File: src/rtl/lpu_pkg.sv
package lpu_pkg;

    localparam int SAMPLE_BITS = 16;
    localparam int SEQ_LEN     = 4;
    localparam int IDX_W       = $clog2(SEQ_LEN);

    localparam logic [1:0] FACTOR_1X = 2'd0;
    localparam logic [1:0] FACTOR_2X = 2'd1;
    localparam logic [1:0] FACTOR_4X = 2'd2;

    localparam logic [7:0] CFG_OVERSAMPLE_FACTOR = 8'd0;
    localparam logic [7:0] CFG_STEREO_ENABLE     = 8'd1;

    typedef logic signed [15:0] sample_t;

    typedef struct packed {
        logic [SEQ_LEN-1:0][15:0] vals;
        logic [IDX_W-1:0]         last_idx;
    } chan_seq_t;

    typedef struct packed {
        chan_seq_t left;
        chan_seq_t right;
        logic      eob;
    } out_seq_t;

    function automatic sample_t sext_sample(input logic [15:0] raw);
        sample_t shifted;
        shifted = $signed(raw << (16 - SAMPLE_BITS));
        return shifted >>> (16 - SAMPLE_BITS);
    endfunction

    function automatic sample_t half(input sample_t a);
        sample_t rounded;
        rounded = a + {15'd0, a[15]};
        return rounded >>> 1;
    endfunction

    function automatic sample_t mid(input sample_t a, input sample_t b);
        return half(a) + half(b);
    endfunction

endpackage

File: src/rtl/stereo_pcm_midpoint_upsampler.sv
// Stereo 16-bit PCM upsampler by 1, 2 or 4 using truncating midpoints a/2 + b/2 between the
// previous and the current sample of each channel. Each input item yields one output item per
// cycle while the result side is ready: 1 item at 1x, 2 at 2x, 4 at 4x; the output buffer's
// one-item-per-cycle drain sets the input rate, and the input register lets the next item wait in
// parallel. An accepted item passes through the input register and then the output buffer's
// sequence register before its first output item. Configuration (index 0: factor, index 1:
// stereo) is taken only while idle; cfg_ready stays low while an item is in flight.
module stereo_pcm_midpoint_upsampler
    import lpu_pkg::*;
(
    input  logic        aclk,
    input  logic        aresetn,
    input  logic        cfg_valid,
    output logic        cfg_ready,
    input  logic [7:0]  cfg_index,
    input  logic [7:0]  cfg_data,
    input  logic        s_tvalid,
    output logic        s_tready,
    input  logic [31:0] s_tdata,   // left_in[15:0], right_in[31:16]
    input  logic        s_tlast,   // end_of_block
    output logic        m_tvalid,
    input  logic        m_tready,
    output logic [31:0] m_tdata,   // left_out[15:0], right_out[31:16]
    output logic        m_tlast,   // last_of_run
    output logic        m_tuser    // block_done
);

    logic [1:0] factor_reg;
    logic       stereo_reg;
    sample_t    prev_left_reg;
    sample_t    prev_right_reg;
    logic       in_valid_reg;
    sample_t    in_left_reg;
    sample_t    in_right_reg;
    logic       in_eob_reg;

    logic       load_ready;
    logic       load_fire;
    chan_seq_t  left_seq;
    chan_seq_t  right_seq;
    out_seq_t   load_seq;

    assign cfg_ready = !in_valid_reg && !m_tvalid;

    always_ff @(posedge aclk) begin
        if (!aresetn) begin
            factor_reg <= FACTOR_1X;
            stereo_reg <= 1'b1;
        end else if (cfg_valid && cfg_ready) begin
            unique case (cfg_index)
                CFG_OVERSAMPLE_FACTOR: factor_reg <= cfg_data[1:0];
                CFG_STEREO_ENABLE:     stereo_reg <= cfg_data[0];
                default: ;
            endcase
        end
    end

    assign load_fire = in_valid_reg && load_ready;
    assign s_tready  = !in_valid_reg || load_ready;

    always_ff @(posedge aclk) begin
        if (!aresetn) begin
            in_valid_reg <= 1'b0;
        end else if (s_tvalid && s_tready) begin
            in_valid_reg <= 1'b1;
        end else if (load_fire) begin
            in_valid_reg <= 1'b0;
        end
    end

    always_ff @(posedge aclk) begin
        if (s_tvalid && s_tready) begin
            in_left_reg  <= sext_sample(s_tdata[15:0]);
            in_right_reg <= sext_sample(s_tdata[31:16]);
            in_eob_reg   <= s_tlast;
        end
    end

    always_ff @(posedge aclk) begin
        if (!aresetn) begin
            prev_left_reg  <= '0;
            prev_right_reg <= '0;
        end else if (load_fire) begin
            prev_left_reg <= in_left_reg;
            if (stereo_reg) begin
                prev_right_reg <= in_right_reg;
            end
        end
    end

    lpu_interp u_left (
        .prev_sample (prev_left_reg),
        .cur_sample  (in_left_reg),
        .factor      (factor_reg),
        .seq         (left_seq)
    );

    lpu_interp u_right (
        .prev_sample (prev_right_reg),
        .cur_sample  (in_right_reg),
        .factor      (factor_reg),
        .seq         (right_seq)
    );

    assign load_seq.left  = left_seq;
    assign load_seq.right = stereo_reg ? right_seq : left_seq;
    assign load_seq.eob   = in_eob_reg;

    lpu_outbuf u_outbuf (
        .aclk       (aclk),
        .aresetn    (aresetn),
        .load_valid (in_valid_reg),
        .load_ready (load_ready),
        .load_seq   (load_seq),
        .m_tvalid   (m_tvalid),
        .m_tready   (m_tready),
        .m_tdata    (m_tdata),
        .m_tlast    (m_tlast),
        .m_tuser    (m_tuser)
    );

endmodule

File: src/rtl/lpu_interp.sv
module lpu_interp
    import lpu_pkg::*;
(
    input  sample_t    prev_sample,
    input  sample_t    cur_sample,
    input  logic [1:0] factor,
    output chan_seq_t  seq
);

    sample_t m;
    sample_t q1;
    sample_t q3;

    assign m  = mid(prev_sample, cur_sample);
    assign q1 = mid(prev_sample, m);
    assign q3 = mid(m, cur_sample);

    always_comb begin
        seq.vals = '0;
        unique case (factor)
            FACTOR_2X: begin
                seq.vals[0]  = m;
                seq.vals[1]  = cur_sample;
                seq.last_idx = IDX_W'(1);
            end
            FACTOR_4X: begin
                seq.vals[0]  = q1;
                seq.vals[1]  = m;
                seq.vals[2]  = q3;
                seq.vals[3]  = cur_sample;
                seq.last_idx = IDX_W'(3);
            end
            default: begin
                seq.vals[0]  = cur_sample;
                seq.last_idx = IDX_W'(0);
            end
        endcase
    end

endmodule

File: src/rtl/lpu_outbuf.sv
module lpu_outbuf
    import lpu_pkg::*;
(
    input  logic        aclk,
    input  logic        aresetn,
    input  logic        load_valid,
    output logic        load_ready,
    input  out_seq_t    load_seq,
    output logic        m_tvalid,
    input  logic        m_tready,
    output logic [31:0] m_tdata,   // left_out[15:0], right_out[31:16]
    output logic        m_tlast,   // last_of_run
    output logic        m_tuser    // block_done
);

    out_seq_t         seq_reg;
    logic             valid_reg;
    logic [IDX_W-1:0] idx_reg;
    logic             at_last;

    assign at_last    = idx_reg == seq_reg.left.last_idx;
    assign load_ready = !valid_reg || (m_tready && at_last);

    always_ff @(posedge aclk) begin
        if (!aresetn) begin
            valid_reg <= 1'b0;
            idx_reg   <= '0;
        end else if (load_valid && load_ready) begin
            valid_reg <= 1'b1;
            idx_reg   <= '0;
        end else if (valid_reg && m_tready) begin
            if (at_last) begin
                valid_reg <= 1'b0;
            end
            idx_reg <= idx_reg + IDX_W'(1);
        end
    end

    always_ff @(posedge aclk) begin
        if (load_valid && load_ready) begin
            seq_reg <= load_seq;
        end
    end

    assign m_tvalid = valid_reg;
    assign m_tdata  = {seq_reg.right.vals[idx_reg], seq_reg.left.vals[idx_reg]};
    assign m_tlast  = at_last;
    assign m_tuser  = at_last && seq_reg.eob;

    a_idx_in_range: assert property (@(posedge aclk) disable iff (!aresetn)
        valid_reg |-> idx_reg <= seq_reg.left.last_idx)
        else $error("output index past end of sequence");

    a_load_restarts: assert property (@(posedge aclk) disable iff (!aresetn)
        (load_valid && load_ready) |=> (valid_reg && idx_reg == '0))
        else $error("loaded sequence does not start at first entry");

    a_step_advances: assert property (@(posedge aclk) disable iff (!aresetn)
        (valid_reg && m_tready && !at_last) |=> (valid_reg && idx_reg == $past(idx_reg) + 1'b1))
        else $error("output index did not advance");

endmodule
File: config.mk
export PLATFORM = sky130hd
export DESIGN_NAME = stereo_pcm_midpoint_upsampler
export DESIGN_NICKNAME = d
export VERILOG_FILES = /design/src/rtl/lpu_pkg.sv /design/src/rtl/stereo_pcm_midpoint_upsampler.sv /design/src/rtl/lpu_interp.sv /design/src/rtl/lpu_outbuf.sv
export SDC_FILE = /design/constraint.sdc
export NUM_CORES = 1
export LEC_CHECK = 0
export BUFFER_PORTS_ARGS = -buffer_cell sky130_fd_sc_hd__buf_2
export CAP_MARGIN = 5
export CORE_UTILIZATION = 40
export CTS_CLUSTER_DIAMETER = 60
export DETAILED_ROUTE_END_ITERATION = 7
export GPL_ROUTABILITY_DRIVEN = 0
export HOLD_SLACK_MARGIN = 0.1
export PLACE_DENSITY_LB_ADDON = 0.15
export SYNTH_ARGS = -nofsm -noshare
export SYNTH_HDL_FRONTEND = slang
export SYNTH_SLANG_ARGS = --single-unit
File: constraint.sdc
create_clock -name aclk -period 6.84 [get_ports aclk]
set_input_delay 1.026 -clock aclk [delete_from_list [all_inputs] [get_ports aclk]]
set_output_delay 1.026 -clock aclk [all_outputs]
set_load 0.005 [all_outputs]
== After elaboration in Yosys (flattened, before gate mapping) ==
Index checks and enable logic that the tools add are counted.

* Register bits: 203
* Bits of input ports: 54
* Logic and storage cells: 75

* $add $sub $neg: 13
* $lt $le $gt $ge: 1
* Equality and inequality tests: 4
* Multiplexer cells: 16
* Bitwise operators: 1
* Reductions and logical operators: 20

{| class="wikitable"
|+ Operators with widths
! operator !! count
|-
| $add A15 B15 Y16 || 6
|-
| $add A16 B1 Y16 || 6
|-
| $pmux W18 S2 || 2
|-
| $mux W66 || 1
|-
| $bmux W16 S2 || 2
|-
| $mux W32 || 2
|-
| $pmux W16 S2 || 2
|-
| $mux W16 || 2
|-
| $eq A8 B1 Y1 const B || 1
|-
| $logic_not A8 Y1 || 1
|-
| $reduce_and A2 Y1 || 4
|-
| $logic_and A1 B1 Y1 || 7
|-
| $reduce_bool A2 Y1 || 3
|-
| $mux W1 || 5
|-
| $lt A2 B3 Y1 const B || 1
|-
| $add A2 B1 Y2 const B || 1
|-
| $eq A2 B1 Y1 const B || 1
|-
| $eq A2 B2 Y1 || 1
|-
| $eq A2 B2 Y1 const B || 1
|-
| $logic_not A1 Y1 || 2
|-
| $logic_or A1 B1 Y1 || 2
|-
| $reduce_or A2 Y1 || 1
|-
| $not A1 Y1 || 1
|}

== Longest topological paths before layout ==
* Word-level depth: 6
* Depth in mapped cells: 33
* Gate-level depth less buffers: 33

== By module ==
From an unflattened synthesis, not the netlist that was laid out.

* Cell total of the unflattened synthesis: 1,470
* Area total of the unflattened synthesis: 15,164.5 um^2

{| class="wikitable"
|+ By module, submodules not included
! module !! times used !! cells each !! area an instance (um^2) !! seq. area each (um^2)
|-
| lpu_outbuf || 1 || 191 || 4,976.0 || 3,993.8
|-
| lpu_interp at u_right || 1 || 505 || 3,505.9 || 0.0
|-
| lpu_interp at u_left || 1 || 501 || 3,502.1 || 0.0
|-
| stereo_pcm_midpoint_upsampler || 1 || 273 || 3,180.6 || 1,711.6
|}

== Least setup slack after synthesis ==
No wires, ideal clock.

* Kind: flip-flop to flip-flop
* Start point: register in_left_reg[15]
* End point: register u_outbuf.seq_reg[16] (netlist name), data pin
* Library setup time: 260 ps
* Arrival time: 6,478 ps
* Data required time: 6,580 ps
* Path slack: 102 ps
* Stages on the path, launching flop included: 28
* Path buffers: 0
* Path through: edfxtp_1 and2_1 ha_1 xor2_1 ha_1 a211oi_1 nor2_1 o21ai_1 o21ai_1 maj3_2 a21o_1 a31oi_2 o31a_1 inv_1 nor2_1 ha_1 xor2_1 ha_1 a21o_1 a21oi_1 o21bai_1 a2111oi_2 nor4_1 o41ai_1 xor2_1 nor3_1 a221o_1 mux2_2

{| class="wikitable"
|+ RTL lines
! item !! RTL line !! text
|-
| start: declaration || stereo_pcm_midpoint_upsampler.sv:33 || <nowiki>sample_t in_left_reg;</nowiki>
|-
| start signal: assignment || stereo_pcm_midpoint_upsampler.sv:73 || <nowiki>in_left_reg <= sext_sample(s_tdata[15:0]);</nowiki>
|-
| end signal: assignment || lpu_outbuf.sv:41 || <nowiki>seq_reg <= load_seq;</nowiki>
|-
| end: declaration || lpu_outbuf.sv:16 || <nowiki>out_seq_t seq_reg;</nowiki>
|}

==> results by group <==
Synth
  • Asr flop ratio synth: 0
  • Top cells by count, synth: 164 x edfxtp_1, 164 x nand2_1, 111 x nor2_1
  • Cell variety after synth: a little under 90
  • Post-synth EDFFs: 164
  • Yosys Warn Count: 0
  • Top cell type's share of synthesized area: 0.330
  • Syn Inst Count: 1490
  • Post-Syn Area: 14900 um^2
  • Top cells by area, synth: edfxtp_1 33%, ha_1 7.9%, xnor2_1 5.4%, dfxtp_1 5.2%, mux4_2 5.0%
  • Top_reg_cell synth: edfxtp_1
  • Area leader, netlist: edfxtp_1
  • Syn avg cell area: around 10 um^2
  • Synth Register Bits: 203
  • Seq/Total Area, Yosys: 0.383
  • Post-Syn Nets: 1644

Global route
  • Largest net degree at the start of global routing: ~100
  • Antenna violations before repair: 0
  • Gr ovfl total: 0
  • First-pass GRT wire length: 68000 um
  • Tot GR Track Use: 0.230
  • Vias in the first global route: 12000

Timing
  • Final setup fails: 0
  • Min cycle time layout: 6630 ps
  • Fmax: 151 MHz
  • Final worst slack: 206 ps
  • Final hold violations: 0
  • Measured slew at the worst slew-check pin: between 900 and 1000 ps
  • Max-slew violations: 0
  • Fin crit share: 0.970
  • Total negative slack: 0 ps
  • Relative slew slack: 0.347
  • RSZ-0062 raised after global routing: yes
  • Hold Slack: 437 ps
  • Final Skew: 24.5 ps

Final layout
  • Max reg flops: 131
  • Final Non-Filler Cells: roughly 2200
  • Share of cells above drive strength 1: 0.280
  • N_diodes: 0
  • Post-Route Utilization: 0.506
  • Area grow syn2layout: 24.4%
  • # fillers: 3387
  • Final-stage net count: roughly 1900
  • FF/Latch Area: 5710 um^2
  • Final Cell Area: approximately 19000 um^2
  • Area of the multi-input gates: 9150 um^2

Drt
  • Post-DR vias/cell: 5.60
  • Residual DRC: 0
  • Avg WL per Cell: 19.8 um
  • Initial drt markers: around 900
  • DRT antenna net count: 0
  • Routed vias: 12500
  • Post-Route WL: 44000 um
  • First drt pass iteration count: 5

Power and ir drop
  • Peak supply drop: 177 uV
  • Cell Pwr Density: 220 nW/um^2
  • Leak pwr: 7.58 nW
  • Pwr Total: roughly 4 mW

Clock network
  • CTS Buf Count: 26
  • CTS tree: yes
  • CTS clk-pin slew, worst paths: 60 ps
  • CTS max path bufs: 3
  • H-tree Lvls: 1
  • TritonCTS Sinks: 203
  • Cts hold-fix bufs: 0
  • Root buffer cell: clkbuf_16
  • Worst-Skew Late Latency: 560 ps

Floorplan
  • Die H: about 200 um
  • IO Count: 91
  • Starting Density: 0.407
  • Num rows: 70
  • Die area: 38000 um^2
  • Core box area: ~37000 um^2
  • Die Wd: 195 um

Setup path
  • Critical Path RT: around 7000 ps
  • Crit path largest cell delay: around 380 ps
  • CP Max Fanout: 4
  • Critical Path Sink Type: register
  • Worst EP arrival: between 6000 and 7000 ps
  • CP max-delay cell: a221o_1
  • Setup CP Type: reg2reg
  • Startpoint types: register
  • R2R depth: 32

Worst hold path
  • Hold Path Class: reg2reg
  • Worst Hold Path Cells: 0

Job
  • Max Cap Violations: 0

Placed design
  • Area after DPL: 17200 um^2
  • PortBufs: 84
  • Placement-stage worst setup slack: -188 ps
  • DP HPWL: 32300 um
  • Number of placed cells counting well taps: roughly 2200

Status
  • Status: finished clean
cell usage in the layout (no fill, tap or decap), types with 34 or more instances in the layout:
master,count
edfxtp_1,164
dfxtp_1,34
a21boi_0,37
ha_1,86
inv_1,49
nand2_1,160
a22oi_1,35
xor2_1,44
nor2_1,105
buf_2,84
xnor2_1,82
buf_4,210
o21ai_0,35
a21oi_1,60
final timing paths:
| path | startpoint | endpoint | slack [ps] |
|---|---|---|---|
| max | prev_left_reg[15] | u_outbuf.seq_reg[48] | 210 |
| min | in_eob_reg | u_outbuf.seq_reg[0] | 440 |
| min reg2reg | in_eob_reg | u_outbuf.seq_reg[0] | 440 |
| max reg2reg | prev_left_reg[15] | u_outbuf.seq_reg[48] | 210 |
where the power goes:
group	leakage [nW]	internal [mW]	switching, mW
clock network	0.418	0.847	0.542
registers	1.94	1.39	0.0390
logic	5.22	0.577	0.676
total	7.58	2.81	1.26
kinds of logic after synthesis:
family / count (synthesis) / synth area share
buf+inv: 131 / 0.0347
xor+xnor: 140 / 0.0838
mux: 66 / 0.0730
fa+ha+maj: 101 / 0.0877
compound gates: 370 / 0.180
simple gates: 479 / 0.158
flops: 203 / 0.383
critical path, delay by kind of cell, from the launching register on:
family                   cells  cell delay, ps
AO/OA/AOI/OAI               10            1860
XOR/XNOR                     2             250
adder cells (fa/ha/maj)      4            1160
buffers and inverters        3             350
flip-flops                   1             370
AND/OR/NAND/NOR             13            2350
layer usage:
layer  wire (um)  vias to the layer above  GRT usage
li1            -                     6095          -
met1       20400                     6025      0.318
met2       20900                      286      0.382
met3        1900                       50     0.0254
met4         869                        0     0.0592
met5           0                        -          0
final cells by class:
cell class,count,area share
clock buffers,35,0.0386
clock inverters,12,0.00810
inverters,54,0.0112
multi-input cells,1156,0.493
flip-flops and latches,203,0.308
well taps,468,0.0316
repair buffers,296,0.109
repair_timing:
item / CTS / global route
setup endpoints to repair: 11 / 25
buffers inserted: 0 / 5
pin swaps: 1 / 36
gates resized for setup: 20 / 81
No activity file was read; power rests on OpenSTA's default activity.
